## src/hw/rtl/comf_pkg.sv

```systemverilog
`default_nettype none

package comf_pkg;

  // Filter geometry
  localparam int TAPS  = 64;
  localparam int CNT_W = (TAPS > 1) ? $clog2(TAPS) : 1;
  localparam int DW    = 16;
  localparam int IDX_W = 6;
  // Q2.30 products, complex combine and TAPS-fold growth
  localparam int ACC_W = 2 * DW + 2 + CNT_W;

  typedef enum logic [1:0] {
    OP_LOAD = 2'd0,
    OP_CPLX = 2'd1,
    OP_REAL = 2'd2
  } op_e;

  typedef enum logic [1:0] {
    ST_IDLE,
    ST_RUN,
    ST_WAIT,
    ST_FIN
  } st_e;

  // Controls broadcast to every cell of the ring
  typedef struct packed {
    logic shift;  // new sample enters cell 0, rest move one place down the line
    logic rot;    // whole ring rotates one place towards cell 0
  } cell_ctl_t;

  // Controls of the multiply-accumulate unit
  typedef struct packed {
    logic clr;      // clear the accumulators
    logic prod_en;  // capture products of the pair in cell 0
    logic cplx;     // complex transaction, otherwise real only
  } mac_ctl_t;

endpackage

`default_nettype wire

```

## src/hw/rtl/comf_cell.sv

```systemverilog
`default_nettype none

module comf_cell import comf_pkg::*; (
  input  logic                 clk_i,
  input  logic                 rst_ni,
  input  cell_ctl_t            ctl_i,
  input  logic                 coef_we_i,
  input  logic signed [DW-1:0] ld_re_i,
  input  logic signed [DW-1:0] ld_im_i,
  input  logic signed [DW-1:0] left_re_i,
  input  logic signed [DW-1:0] left_im_i,
  input  logic signed [DW-1:0] right_re_i,
  input  logic signed [DW-1:0] right_im_i,
  input  logic signed [DW-1:0] right_cre_i,
  input  logic signed [DW-1:0] right_cim_i,
  output logic signed [DW-1:0] smp_re_o,
  output logic signed [DW-1:0] smp_im_o,
  output logic signed [DW-1:0] coef_re_o,
  output logic signed [DW-1:0] coef_im_o
);

  logic signed [DW-1:0] smp_re_q, smp_re_d, smp_im_q, smp_im_d;
  logic signed [DW-1:0] coef_re_q, coef_re_d, coef_im_q, coef_im_d;

  // Sample: rotate during a pass, shift on a new sample, else hold
  always_comb begin
    smp_re_d = smp_re_q;
    smp_im_d = smp_im_q;
    if (ctl_i.rot) begin
      smp_re_d = right_re_i;
      smp_im_d = right_im_i;
    end else if (ctl_i.shift) begin
      smp_re_d = left_re_i;
      smp_im_d = left_im_i;
    end
  end

  // Coefficient: rotates alongside the sample, loaded when addressed
  always_comb begin
    coef_re_d = coef_re_q;
    coef_im_d = coef_im_q;
    if (ctl_i.rot) begin
      coef_re_d = right_cre_i;
      coef_im_d = right_cim_i;
    end else if (coef_we_i) begin
      coef_re_d = ld_re_i;
      coef_im_d = ld_im_i;
    end
  end

  always_ff @(posedge clk_i or negedge rst_ni) begin
    if (!rst_ni) begin
      smp_re_q  <= '0;
      smp_im_q  <= '0;
      coef_re_q <= '0;
      coef_im_q <= '0;
    end else begin
      smp_re_q  <= smp_re_d;
      smp_im_q  <= smp_im_d;
      coef_re_q <= coef_re_d;
      coef_im_q <= coef_im_d;
    end
  end

  assign smp_re_o  = smp_re_q;
  assign smp_im_o  = smp_im_q;
  assign coef_re_o = coef_re_q;
  assign coef_im_o = coef_im_q;

endmodule

`default_nettype wire

```

## config.mk

```make
export PLATFORM = sky130hd
export DESIGN_NAME = comf_cell
export DESIGN_NICKNAME = d
export VERILOG_FILES = /design/src/hw/rtl/comf_pkg.sv /design/src/hw/rtl/comf_cell.sv
export SDC_FILE = /design/constraint.sdc
export NUM_CORES = 1
export LEC_CHECK = 0
export BUFFER_PORTS_ARGS = -buffer_cell sky130_fd_sc_hd__buf_2
export CAP_MARGIN = 5
export CORE_UTILIZATION = 42
export DETAILED_ROUTE_END_ITERATION = 12
export PLACE_DENSITY = 0.86
export SYNTH_ARGS = -nofsm -noshare
export SYNTH_HDL_FRONTEND = slang
export SYNTH_SLANG_ARGS = --single-unit
```

## constraint.sdc

```tcl
create_clock -name clk_i -period 0.95 [get_ports clk_i]
set_clock_uncertainty 0.05 [all_clocks]
set_input_delay 0.1425 -clock clk_i [delete_from_list [all_inputs] [get_ports clk_i]]
set_output_delay 0.1425 -clock clk_i [all_outputs]
set_load 0.01 [all_outputs]
```

Word-level counts from Yosys, hierarchy flattened
Cells that the tools add are included.
{ "totals": {"register_bits": 64, "output_inout_bits": 64} }
{ "classes": {"mux": 8, "reduce_logical": 2} }
{ "ops": {"columns": ["op", "count"], "rows": [
  ["16-bit two-way mux", 8],
  ["2-bit nonzero test", 2]
]} }

Logic depth before layout (Yosys ltp)
{ "depth": {"depth_word": 2, "ltp_mapped": 4, "mapped_depth_nobuf": 2} }

Least setup slack after synthesis
No wires, ideal clock.
{ "synth_timing": {"path_kind": "in2reg", "from": "input coef_we_i", "to": "register coef_im_q[0] (netlist: coef_im_o[0])", "t_arrival_ns": 0.629, "stages": 4, "n_path_buf": 2, "required_ns": 0.777, "setup_time_ns": 0.123, "slack_ns": 0.148, "cell_sequence": "buf_6 > buf_12 > mux2i_1 > o21ai_1"} }
{ "synth_via": {"elab_chain_len": 1} }
{ "synth_rtl": {"columns": ["item", "line", "rtl"], "rows": [
  ["from (decl)", "comf_cell.sv:7", "input logic coef_we_i,"],
  ["2-bit nonzero test (no line)", null, null],
  ["to (signal assigned)", "comf_cell.sv:61", "coef_im_q <= coef_im_d;"],
  ["to (decl)", "comf_cell.sv:23", "logic signed [DW-1:0] coef_re_q, coef_re_d, coef_im_q, coef_im_d;"]
]} }
Every way passes these cells.
A chain may end at the register's enable or synchronous reset.

Worst setup path in the final report
{ "layout_timing": {"from": "register smp_re_q[9] (netlist: smp_re_o[9])", "to": "output smp_re_o[9]"} }
{ "layout_rtl": {"columns": ["item", "line", "rtl"], "rows": [
  ["from (decl)", "comf_cell.sv:22", "logic signed [DW-1:0] smp_re_q, smp_re_d, smp_im_q, smp_im_d;"],
  ["from (signal assigned)", "comf_cell.sv:58", "smp_re_q <= smp_re_d;"],
  ["to (decl)", "comf_cell.sv:16", "output logic signed [DW-1:0] smp_re_o,"]
]} }
No word-level cell between the ends.

==> results.sh <==
export IMPL_outcome="finished, violations left"
export IMPL_violations="negative setup slack"
export IMPL_timing_rr_end="smp_re_o[12]$_DFFE_PN0P_"
export IMPL_netlist_area_leader_share=0.531
export IMPL_numCtsBuffers=9
export IMPL_synth_edf_count=0
export IMPL_reg2reg_depth=4
export IMPL_post_dp_cell_area_um2=4040
export IMPL_syn_to_final_growth_pct=70.3
export IMPL_wirelength_mm=9.86
export IMPL_syn_avg_cell_area_um2=10.8
export IMPL_drive_gt1_frac=0.440
export IMPL_postSynthCellCount=278
export IMPL_synth_flop_cell="dfrtp_1"
export IMPL_die_area_um2=7520
export IMPL_finish_net_count=692
export IMPL_crit_required_ns=0.76
export IMPL_hp_class="input pin to register"
export IMPL_whs_path_depth=3
export IMPL_coreArea_um2=6870
export IMPL_grt_pass1_vias=3133
export IMPL_fin_util=0.748
export IMPL_worst_setup_path_type="register to output port"
export IMPL_firstDrtPassIters=4
export IMPL_pin_count=197
export IMPL_syn_nets=411
export IMPL_drt_iter0_markers=96
export IMPL_place_congestion=0.796
export IMPL_fin_worst_hold_slack_ns=0.0127
export IMPL_clkLatencyLatePin_ns=0.32
export IMPL_ys_seq_area_frac=0.531
export IMPL_num_rows=30
export IMPL_async_flop_share=1.00
export IMPL_critPathTopFamily="flip-flops"
export IMPL_clkSinkCount=64
export IMPL_end_kind="output port"
export IMPL_grt_usage=0.242
export IMPL_cts_tree="yes"
export IMPL_clk_pin_slew_ns=0.07
export IMPL_fin_crit_sh=1.14
export IMPL_grt_max_degree=65
export IMPL_synth_cell_types=8
export IMPL_ant_nets=0
export IMPL_vias=3198
export IMPL_leakagePower_uw=0.00274
export IMPL_die_height_um=86.7
export IMPL_wl_per_cell_um=14.9
export IMPL_finalSetupViolations=67
export IMPL_maxSlewViolCount=0
export IMPL_viasPerCell=4.85
export IMPL_hold_viol_final=0
export IMPL_powerDensity_nw_per_um2=1460
export IMPL_slew_headroom=0.831
export IMPL_min_to="smp_re_o[6]$_DFFE_PN0P_"
export IMPL_htree_levels=3
export IMPL_cts_buffer_depth=2
export IMPL_design_area_um2=5130
export IMPL_grt_ovfl_total=0
export IMPL_synth_area_leaders="dfrtp_1 53%, mux2i_1 21%, o21ai_1 10%, nand2_1 8.0%, buf_12 4.0%"
export IMPL_hp_start="right_re_i[6]"
export IMPL_cts_root_buf="clkbuf_8"
export IMPL_slowest_stage="dfrtp_1"
export IMPL_critPathBufInv=1
export IMPL_cp_start_kind="register"
export IMPL_io_buffers=196
export IMPL_period_needed_ns=1.08
export IMPL_syn_area_um2=3020
export IMPL_antenna_found_initial=0
export IMPL_dp_hpwl_mm=5.63
export IMPL_drc=0
export IMPL_synth_top_cell_by_area="dfrtp_1"
export IMPL_num_antenna_cells=0
export IMPL_grt_pass1_wl_mm=14.0
export IMPL_timing_rr_start="smp_re_o[12]$_DFFE_PN0P_"
export IMPL_yosysWarnings=0
export IMPL_worst_slew_pin_slew_ns=0.254
export IMPL_ys_top_cells_by_count="64 x dfrtp_1, 64 x mux2i_1, 64 x nand2_1"
export IMPL_die_x_um=86.7
export IMPL_rsz0062_at_grt="yes"
export IMPL_ys_seq_elements=64
export IMPL_crit_path_max_fanout=2
export IMPL_crit_arrival_ns=0.89
export IMPL_maxCapViolations=0
export IMPL_cpPeakStageDelay_ns=0.41
export IMPL_start_util=0.439
export IMPL_setup_slack_ns=-0.132
export IMPL_crit_chain="buf_2"
export IMPL_ir_drop_v=0.000920
export IMPL_max_freq_ghz=0.925
export IMPL_reg2reg_slack_ns=-0.07
## through the flow
step           TNS, ns  instances  power (uW)  setup slack [ns]
2_1_floorplan        0        278        3830             0.148
3_3_place_gp         0        556        4450            0.0233
3_5_place_dp    -0.200        556        4500           -0.0473
4_1_cts          -6.92        644        7350            -0.129
5_1_grt          -8.42        660        7820            -0.162
6_report         -6.14        660        7480            -0.132
## state kept, by name (all words and copies together) (netlist names)
signal     cells
coef_im_o     16
coef_re_o     16
smp_im_o      16
smp_re_o      16
## final cells by class
cell class	instances	area, um2
Sequential cell	64	1600
Fill cell	491	1730
Clock inverter	5	80.1
Multi-Input combinational cell	192	1200
Timing Repair Buffer	292	1990
Clock buffer	11	141
Tap cell	96	120
## where the power goes
group	internal (uW)	switching, uW
logic	989	789
registers	2980	157
clock network	1550	1020
total	5510	1960
## worst max path at each step
stage / start / end / slack (ns) / cells after the start
after floorplan: coef_we_i / coef_im_o[0]$_DFFE_PN0P_ / 0.15 / 4
after global placement: coef_we_i / coef_re_o[15]$_DFFE_PN0P_ / 0.02 / 4
after detailed placement: ctl_i[1] / smp_re_o[10]$_DFFE_PN0P_ / -0.05 / 4
after CTS: coef_re_o[15]$_DFFE_PN0P_ / coef_re_o[15] / -0.13 / 1
after global routing: coef_re_o[12]$_DFFE_PN0P_ / coef_re_o[12] / -0.16 / 1
final: smp_re_o[9]$_DFFE_PN0P_ / smp_re_o[9] / -0.13 / 1
## repair_timing
item | 4_1_cts | 5_1_grt
pin swaps | 0 | 3
buffers inserted | 13 | 16
endpoints found under the hold margin | 122 | 0
hold buffers | 59 | 0
setup endpoints to repair | 64 | 68
resized for setup | 0 | 12
## layer usage
layer / vias up / track usage / share of wire
met5: - / 0 / 0
met4: 0 / 0.123 / 0.038
met3: 39 / 0.0429 / 0.058
met2: 151 / 0.463 / 0.54
met1: 1495 / 0.253 / 0.36
li1: 1513 / - / -
## layout by cell type (no fill, tap or decap), types with 2 or more instances in the layout
cell type / synthesis / routed
o21ai_1: 60 / 61
buf_12: 6 / 6
buf_6: 2 / 11
clkbuf_8: 0 / 10
o21ai_0: 4 / 3
nand2_1: 64 / 64
clkinvlp_4: 0 / 2
dlygate4sd3_1: 0 / 59
mux2i_1: 64 / 64
dfrtp_1: 64 / 64
bufinv_16: 0 / 2
buf_4: 0 / 30
buf_2: 14 / 186
## cells by family (layout without fill, tap and decap cells)
kind of cell / count (synthesis) / count (layout) / share of synthesized area
buffers and inverters: 22 / 308 / 0.0705
and+or+nand+nor: 64 / 64 / 0.0797
muxes: 64 / 64 / 0.212
AOI/OAI and AO/OA: 64 / 64 / 0.106
DFF: 64 / 64 / 0.531
Note: power is estimated with default switching activity, not from simulation.
