==> src/hw/rtl/comf_pkg.sv <==
`default_nettype none

package comf_pkg;

  // Filter geometry
  localparam int TAPS  = 64;
  localparam int CNT_W = (TAPS > 1) ? $clog2(TAPS) : 1;
  localparam int DW    = 16;
  localparam int IDX_W = 6;
  // Q2.30 products, complex combine and TAPS-fold growth
  localparam int ACC_W = 2 * DW + 2 + CNT_W;

  typedef enum logic [1:0] {
    OP_LOAD = 2'd0,
    OP_CPLX = 2'd1,
    OP_REAL = 2'd2
  } op_e;

  typedef enum logic [1:0] {
    ST_IDLE,
    ST_RUN,
    ST_WAIT,
    ST_FIN
  } st_e;

  // Controls broadcast to every cell of the ring
  typedef struct packed {
    logic shift;  // new sample enters cell 0, rest move one place down the line
    logic rot;    // whole ring rotates one place towards cell 0
  } cell_ctl_t;

  // Controls of the multiply-accumulate unit
  typedef struct packed {
    logic clr;      // clear the accumulators
    logic prod_en;  // capture products of the pair in cell 0
    logic cplx;     // complex transaction, otherwise real only
  } mac_ctl_t;

endpackage

`default_nettype wire

==> src/hw/rtl/comf_mac.sv <==
`default_nettype none

module comf_mac import comf_pkg::*; (
  input  logic                 clk_i,
  input  logic                 rst_ni,
  input  mac_ctl_t             ctl_i,
  input  logic signed [DW-1:0] sr_i,
  input  logic signed [DW-1:0] si_i,
  input  logic signed [DW-1:0] cr_i,
  input  logic signed [DW-1:0] ci_i,
  output logic signed [DW-1:0] res_re_o,
  output logic signed [DW-1:0] res_im_o
);

  localparam int Q_W = ACC_W + 1 - (DW - 1);
  localparam logic signed [Q_W-1:0] QMax = Q_W'((1 << (DW - 1)) - 1);
  localparam logic signed [Q_W-1:0] QMin = Q_W'(-(1 << (DW - 1)));

  logic signed [2*DW-1:0] p_rr_q, p_ii_q, p_ri_q, p_ir_q;
  logic                   prod_vld_q;
  logic signed [ACC_W-1:0] acc_re_q, acc_re_d, acc_im_q, acc_im_d;

  // Round half up from Q10.30 to Q1.15, then saturate
  function automatic logic signed [DW-1:0] round_sat(input logic signed [ACC_W-1:0] a);
    logic signed [ACC_W:0] s;
    logic signed [Q_W-1:0] q;
    s = (ACC_W+1)'(a) + (ACC_W+1)'(1 << (DW - 2));
    q = Q_W'(s >>> (DW - 1));
    if (q > QMax) begin
      round_sat = QMax[DW-1:0];
    end else if (q < QMin) begin
      round_sat = QMin[DW-1:0];
    end else begin
      round_sat = q[DW-1:0];
    end
  endfunction

  // Product stage; imaginary terms are dropped for a real transaction
  always_ff @(posedge clk_i) begin
    if (ctl_i.prod_en) begin
      p_rr_q <= sr_i * cr_i;
      if (ctl_i.cplx) begin
        p_ii_q <= si_i * ci_i;
        p_ri_q <= sr_i * ci_i;
        p_ir_q <= si_i * cr_i;
      end else begin
        p_ii_q <= '0;
        p_ri_q <= '0;
        p_ir_q <= '0;
      end
    end
  end

  always_ff @(posedge clk_i or negedge rst_ni) begin
    if (!rst_ni) begin
      prod_vld_q <= 1'b0;
    end else begin
      prod_vld_q <= ctl_i.prod_en;
    end
  end

  // Accumulate stage
  always_comb begin
    acc_re_d = acc_re_q;
    acc_im_d = acc_im_q;
    if (ctl_i.clr) begin
      acc_re_d = '0;
      acc_im_d = '0;
    end else if (prod_vld_q) begin
      acc_re_d = acc_re_q + ACC_W'(p_rr_q) - ACC_W'(p_ii_q);
      acc_im_d = acc_im_q + ACC_W'(p_ri_q) + ACC_W'(p_ir_q);
    end
  end

  always_ff @(posedge clk_i or negedge rst_ni) begin
    if (!rst_ni) begin
      acc_re_q <= '0;
      acc_im_q <= '0;
    end else begin
      acc_re_q <= acc_re_d;
      acc_im_q <= acc_im_d;
    end
  end

  assign res_re_o = round_sat(acc_re_q);
  assign res_im_o = round_sat(acc_im_q);

endmodule

`default_nettype wire

==> config.mk <==
export PLATFORM = sky130hd
export DESIGN_NAME = comf_mac
export DESIGN_NICKNAME = d
export VERILOG_FILES = /design/src/hw/rtl/comf_pkg.sv /design/src/hw/rtl/comf_mac.sv
export SDC_FILE = /design/constraint.sdc
export NUM_CORES = 2
export LEC_CHECK = 0
export ABC_AREA = 1
export BUFFER_PORTS_ARGS = -buffer_cell sky130_fd_sc_hd__buf_4
export CAP_MARGIN = 20
export CELL_PAD_IN_SITES_DETAIL_PLACEMENT = 1
export CELL_PAD_IN_SITES_GLOBAL_PLACEMENT = 1
export CORE_ASPECT_RATIO = 0.7
export CORE_MARGIN = 10
export CORE_UTILIZATION = 50
export CTS_CLUSTER_DIAMETER = 50
export DETAILED_ROUTE_END_ITERATION = 7
export GPL_ROUTABILITY_DRIVEN = 0
export PLACE_DENSITY = 0.92
export SETUP_SLACK_MARGIN = 0.05
export SLEW_MARGIN = 20
export SYNTH_ARGS = -nofsm -noshare
export SYNTH_HDL_FRONTEND = slang
export SYNTH_SLANG_ARGS = --single-unit
==> constraint.sdc <==
create_clock -name clk_i -period 3.05 [get_ports clk_i]
set_clock_uncertainty 0.1 [all_clocks]
set_input_delay 0.305 -clock clk_i [delete_from_list [all_inputs] [get_ports clk_i]]
set_output_delay 0.305 -clock clk_i [all_outputs]
set_load 0.05 [all_outputs]
==> results.json, run 1 <==
{
  "synth_nets": 9121,
  "numCtsBuffers": 36,
  "cts_resized": 2041,
  "ys.flop_type": "edfxtp_1",
  "synth_cell_types": 43,
  "cts.sinks": 209,
  "synth_edf_count": 128,
  "die_h_microns": 303.5,
  "stop_stage": "clock tree synthesis (4_1_cts)",
  "place_inst": 9768,
  "status": "aborted with a tool error",
  "ioPinCount": 101,
  "avgSynthCellArea_sq_um": 7.641,
  "start_util_pct": 50.64,
  "die_w_microns": 425.1,
  "cts_setup_buffers": 273,
  "root_buffer": "clkbuf_16",
  "ys_warn_count": 0,
  "htree_levels": 2,
  "synth_seq_cells": 209,
  "row_count": 103,
  "hpwlAfterDp_microns": 247300,
  "dpl_cell_area_sq_um": 68770,
  "synth_area_sq_um": 57430,
  "cts_hold_buffers": 2,
  "numPortBuffers": 100,
  "synthArstFlopShare_pct": 38.76,
  "ys_seq_area_share_pct": 10.22,
  "cts_buffer_depth": 3,
  "toolErrorMsg": "[ERROR DPL-0033] detailed placement checks failed during check placement.",
  "syn_inst": 7515
}
cells in the mapped netlist (all sizes together) (11+ instances only):
cell	number	share of area [%]
clkbuf	214	1.4
fa	1127	39
nor3	49	0.45
nor2	481	3.2
xor2	64	0.98
inv	2076	14
dfrtp	81	3.5
o21a	22	0.29
nand3	178	1.6
nand2	1915	13
o21bai	28	0.37
xnor2	46	0.70
a21o	22	0.29
o21ai	232	2.0
edfxtp	128	6.7
o211ai	11	0.14
nand4	42	0.46
a21oi	313	2.7
ha	410	8.9
o22ai	17	0.19
logic make-up after synthesis:
| family | count (synthesis) | synth area share, % |
|---|---|---|
| AO/OA/AOI/OAI | 664 | 6.273 |
| XOR/XNOR | 110 | 1.678 |
| adder cells (fa/ha/maj) | 1537 | 48.22 |
| buffers and inverters | 2300 | 15.07 |
| flip-flops | 209 | 10.22 |
| AND/OR/NAND/NOR | 2695 | 18.53 |
through the flow:
step	setup slack (ns)	utilization [%]	hold WS, ns
floorplan	-2.152	-	-0.09059
global placement	-3.032	60.64	0.2428
detailed placement	-3.459	60.64	0.2738
==> run 2, diff against run 1 <==
CELL_PAD_IN_SITES_DETAIL_PLACEMENT = unset   (was 1)
CELL_PAD_IN_SITES_GLOBAL_PLACEMENT = unset   (was 1)
CORE_ASPECT_RATIO = unset   (was 0.7)
CORE_UTILIZATION = 40   (was 50)
CTS_CLUSTER_DIAMETER = unset   (was 50)
PLACE_DENSITY = unset   (was 0.92)
PLACE_DENSITY_LB_ADDON = 0.15   (was unset)
SETUP_SLACK_MARGIN = unset   (was 0.05)
==> results.json, run 2 <==
{
  "status": "finished with violations",
  "violations": "negative setup slack",
  "clkLatencyLatePin_ns": 0.59,
  "critical_path_class": "in -> reg",
  "setup_viol": 149,
  "overflow": 0,
  "reg_top3": "acc_im_q: 40 flops, acc_re_q: 40 flops",
  "cp-end-kind": "flip-flop",
  "arrival_ns": 5.36,
  "grt_pass1_wl_microns": 308000,
  "numPortBuffers": 100,
  "grt.total_usage_pct": 24.93,
  "finalHoldViolCount": 0,
  "synth_cell_types": 43,
  "die-area_sq_um": 159100,
  "ys.flop_type": "edfxtp_1",
  "drt_first_pass_iters": 5,
  "diodes": 0,
  "antenna_found_initial": 2,
  "wl_per_cell_microns": 18.96,
  "fin_ws_ns": -2.087,
  "synthToLayoutAreaGrowth_pct": 34.16,
  "die_w_microns": 398.9,
  "fin_area_sq_um": 77040,
  "root_buffer": "clkbuf_16",
  "htree_levels": 1,
  "ant_nets": 0,
  "yosys-top-cells-count": "inv_1 (2,074), nand2_1 (1,909), fa_1 (1,127)",
  "core_area_sq_um": 142100,
  "yosys.area.top_type": "fa_1",
  "row_count": 138,
  "period_minus_slack_ns": 5.137,
  "slew_headroom_pct": 42.70,
  "crit_fanout": 10,
  "synthArstFlopShare_pct": 38.76,
  "ioPinCount": 101,
  "clk_pin_slew_ns": 0.08,
  "nNetsFinal": 10120,
  "worst_pin_slew_ns": 0.8595,
  "maxCapViolations": 0,
  "synth_nets": 9121,
  "vias_per_cell": 4.884,
  "totalWireLength_microns": 197600,
  "drive_above_1_share_pct": 27.12,
  "dpl_cell_area_sq_um": 69590,
  "ys_warn_count": 0,
  "first_global_vias": 53450,
  "cts_buffer_depth": 3,
  "max_freq_ghz": 0.1947,
  "yosysMostFrequentCell": "inv_1",
  "hpwlAfterDp_microns": 161300,
  "synth_seq_cells": 209,
  "final_max_slew_viol_count": 0,
  "syn_inst": 7515,
  "drt_iter0_markers": 3498,
  "min_path_type": "in -> reg",
  "avgSynthCellArea_sq_um": 7.641,
  "synth_edf_count": 128,
  "start_util_pct": 40.41,
  "worstSetupStartpointType": "input port",
  "rsz0062_at_grt": "yes",
  "synthTopCellsByArea": "fa_1 (39%), inv_1 (14%), nand2_1 (12%), ha_1 (8.9%), edfxtp_1 (6.7%)",
  "die_h_microns": 398.9,
  "grt_max_degree": 63,
  "final_common_cell": "inv_1",
  "ys_seq_area_share_pct": 10.22,
  "timing.final.crit_share_pct": 168.4,
  "netlist.area_leader.share_pct": 39.29,
  "cts.sinks": 209,
  "numCtsBuffers": 26,
  "num_vias": 50910,
  "drc": 0,
  "synth_area_sq_um": 57430,
  "layout_common_cells": "inv_1 (1,861), nand2_1 (1,692), fa_1 (1,034), buf_4 (892), nor2_1 (372)",
  "required_ns": 3.27,
  "cts_tree": "done"
}
## run 2: path summary, 6_finish.rpt
kind	endpoint	startpoint	cells after the start	slack, ns
setup / recovery	p_ii_q[30]	ci_i[5]	20	-2.09
hold / removal	prod_vld_q	ctl_i[1]	1	0.05
setup reg to reg	acc_re_q[39]	p_rr_q[31]	15	-0.08
hold reg to reg	acc_im_q[9]	acc_im_q[9]	2	0.40
max in group asynchronous	acc_im_q[20]	rst_ni	3	1.96
min in group asynchronous	acc_re_q[39]	rst_ni	2	0.22
## run 2: stage by stage
step	worst slack [ns]	hold WS, ns	cells	setup TNS [ns]	utilization, %
finish	-2.087	0.05190	10420	-194.98	54.22
global route	-2.224	0.02897	10420	-222.53	54.22
detailed placement	-3.149	0.3004	10160	-271.98	48.97
global placement	-3.180	0.2999	10160	-268.94	48.97
CTS	-1.996	0.0006510	10370	-189.27	53.10
floorplan	-2.152	-0.09059	7515	-180.30	-
## run 2: worst max-delay path, stage by stage
cell and delay (ns):
buf_12 0.14, nand2_2 0.09, fa_1 0.57, inv_2 0.05
fa_2 0.72, fa_2 0.54, fa_1 0.53, inv_1 0.05
fa_1 0.49, inv_2 0.04, fa_2 0.71, ha_4 0.28
nand2_4 0.10, nor2_4 0.04, nand2_2 0.06, o211ai_1 0.14
a21oi_2 0.19, nand3_1 0.13, nand2_2 0.10, nor2_4 0.05
## run 2: cell type report
cell class	count	area, sq um
clock buffer	29	683.2
clock inverter	19	227.7
multi-input combinational	5006	48270
timing repair buffer	1192	11770
fill	13280	65060
inverter	2079	7863
tap	1890	2365
sequential	209	5871
## run 2: metal layers
layer,vias up,GRT usage (%),wire [microns]
li1,24040,-,-
met1,25370,34.12,86320
met2,1286,40.86,91990
met3,220,3.685,12620
met4,2,7.206,6689
met5,-,0,10
## run 2: cells by family (layout without fill, tap and decap cells)
family	after synthesis	in the layout	share of synthesized area (%)
simple gates	2695	2695	18.53
buf+inv	2300	3319	15.07
fa+ha+maj	1537	1537	48.22
compound gates	664	664	6.273
flops	209	209	10.22
xor+xnor	110	110	1.678
## run 2: what timing repair did
| action | 4_1_cts | 5_1_grt |
|---|---|---|
| pin swaps | 387 | 287 |
| cloned | 19 | 2 |
| endpoints found under the setup margin | 145 | 187 |
| setup buffers | 157 | 52 |
| hold buffers | 2 | 0 |
| gates resized for setup | 842 | 333 |
| endpoints found under the hold margin | 42 | 0 |
Power of run 2 is left out: the tool's default activity adds up to more than one toggle a clock period on the data nets, which glitch-free logic cannot reach.
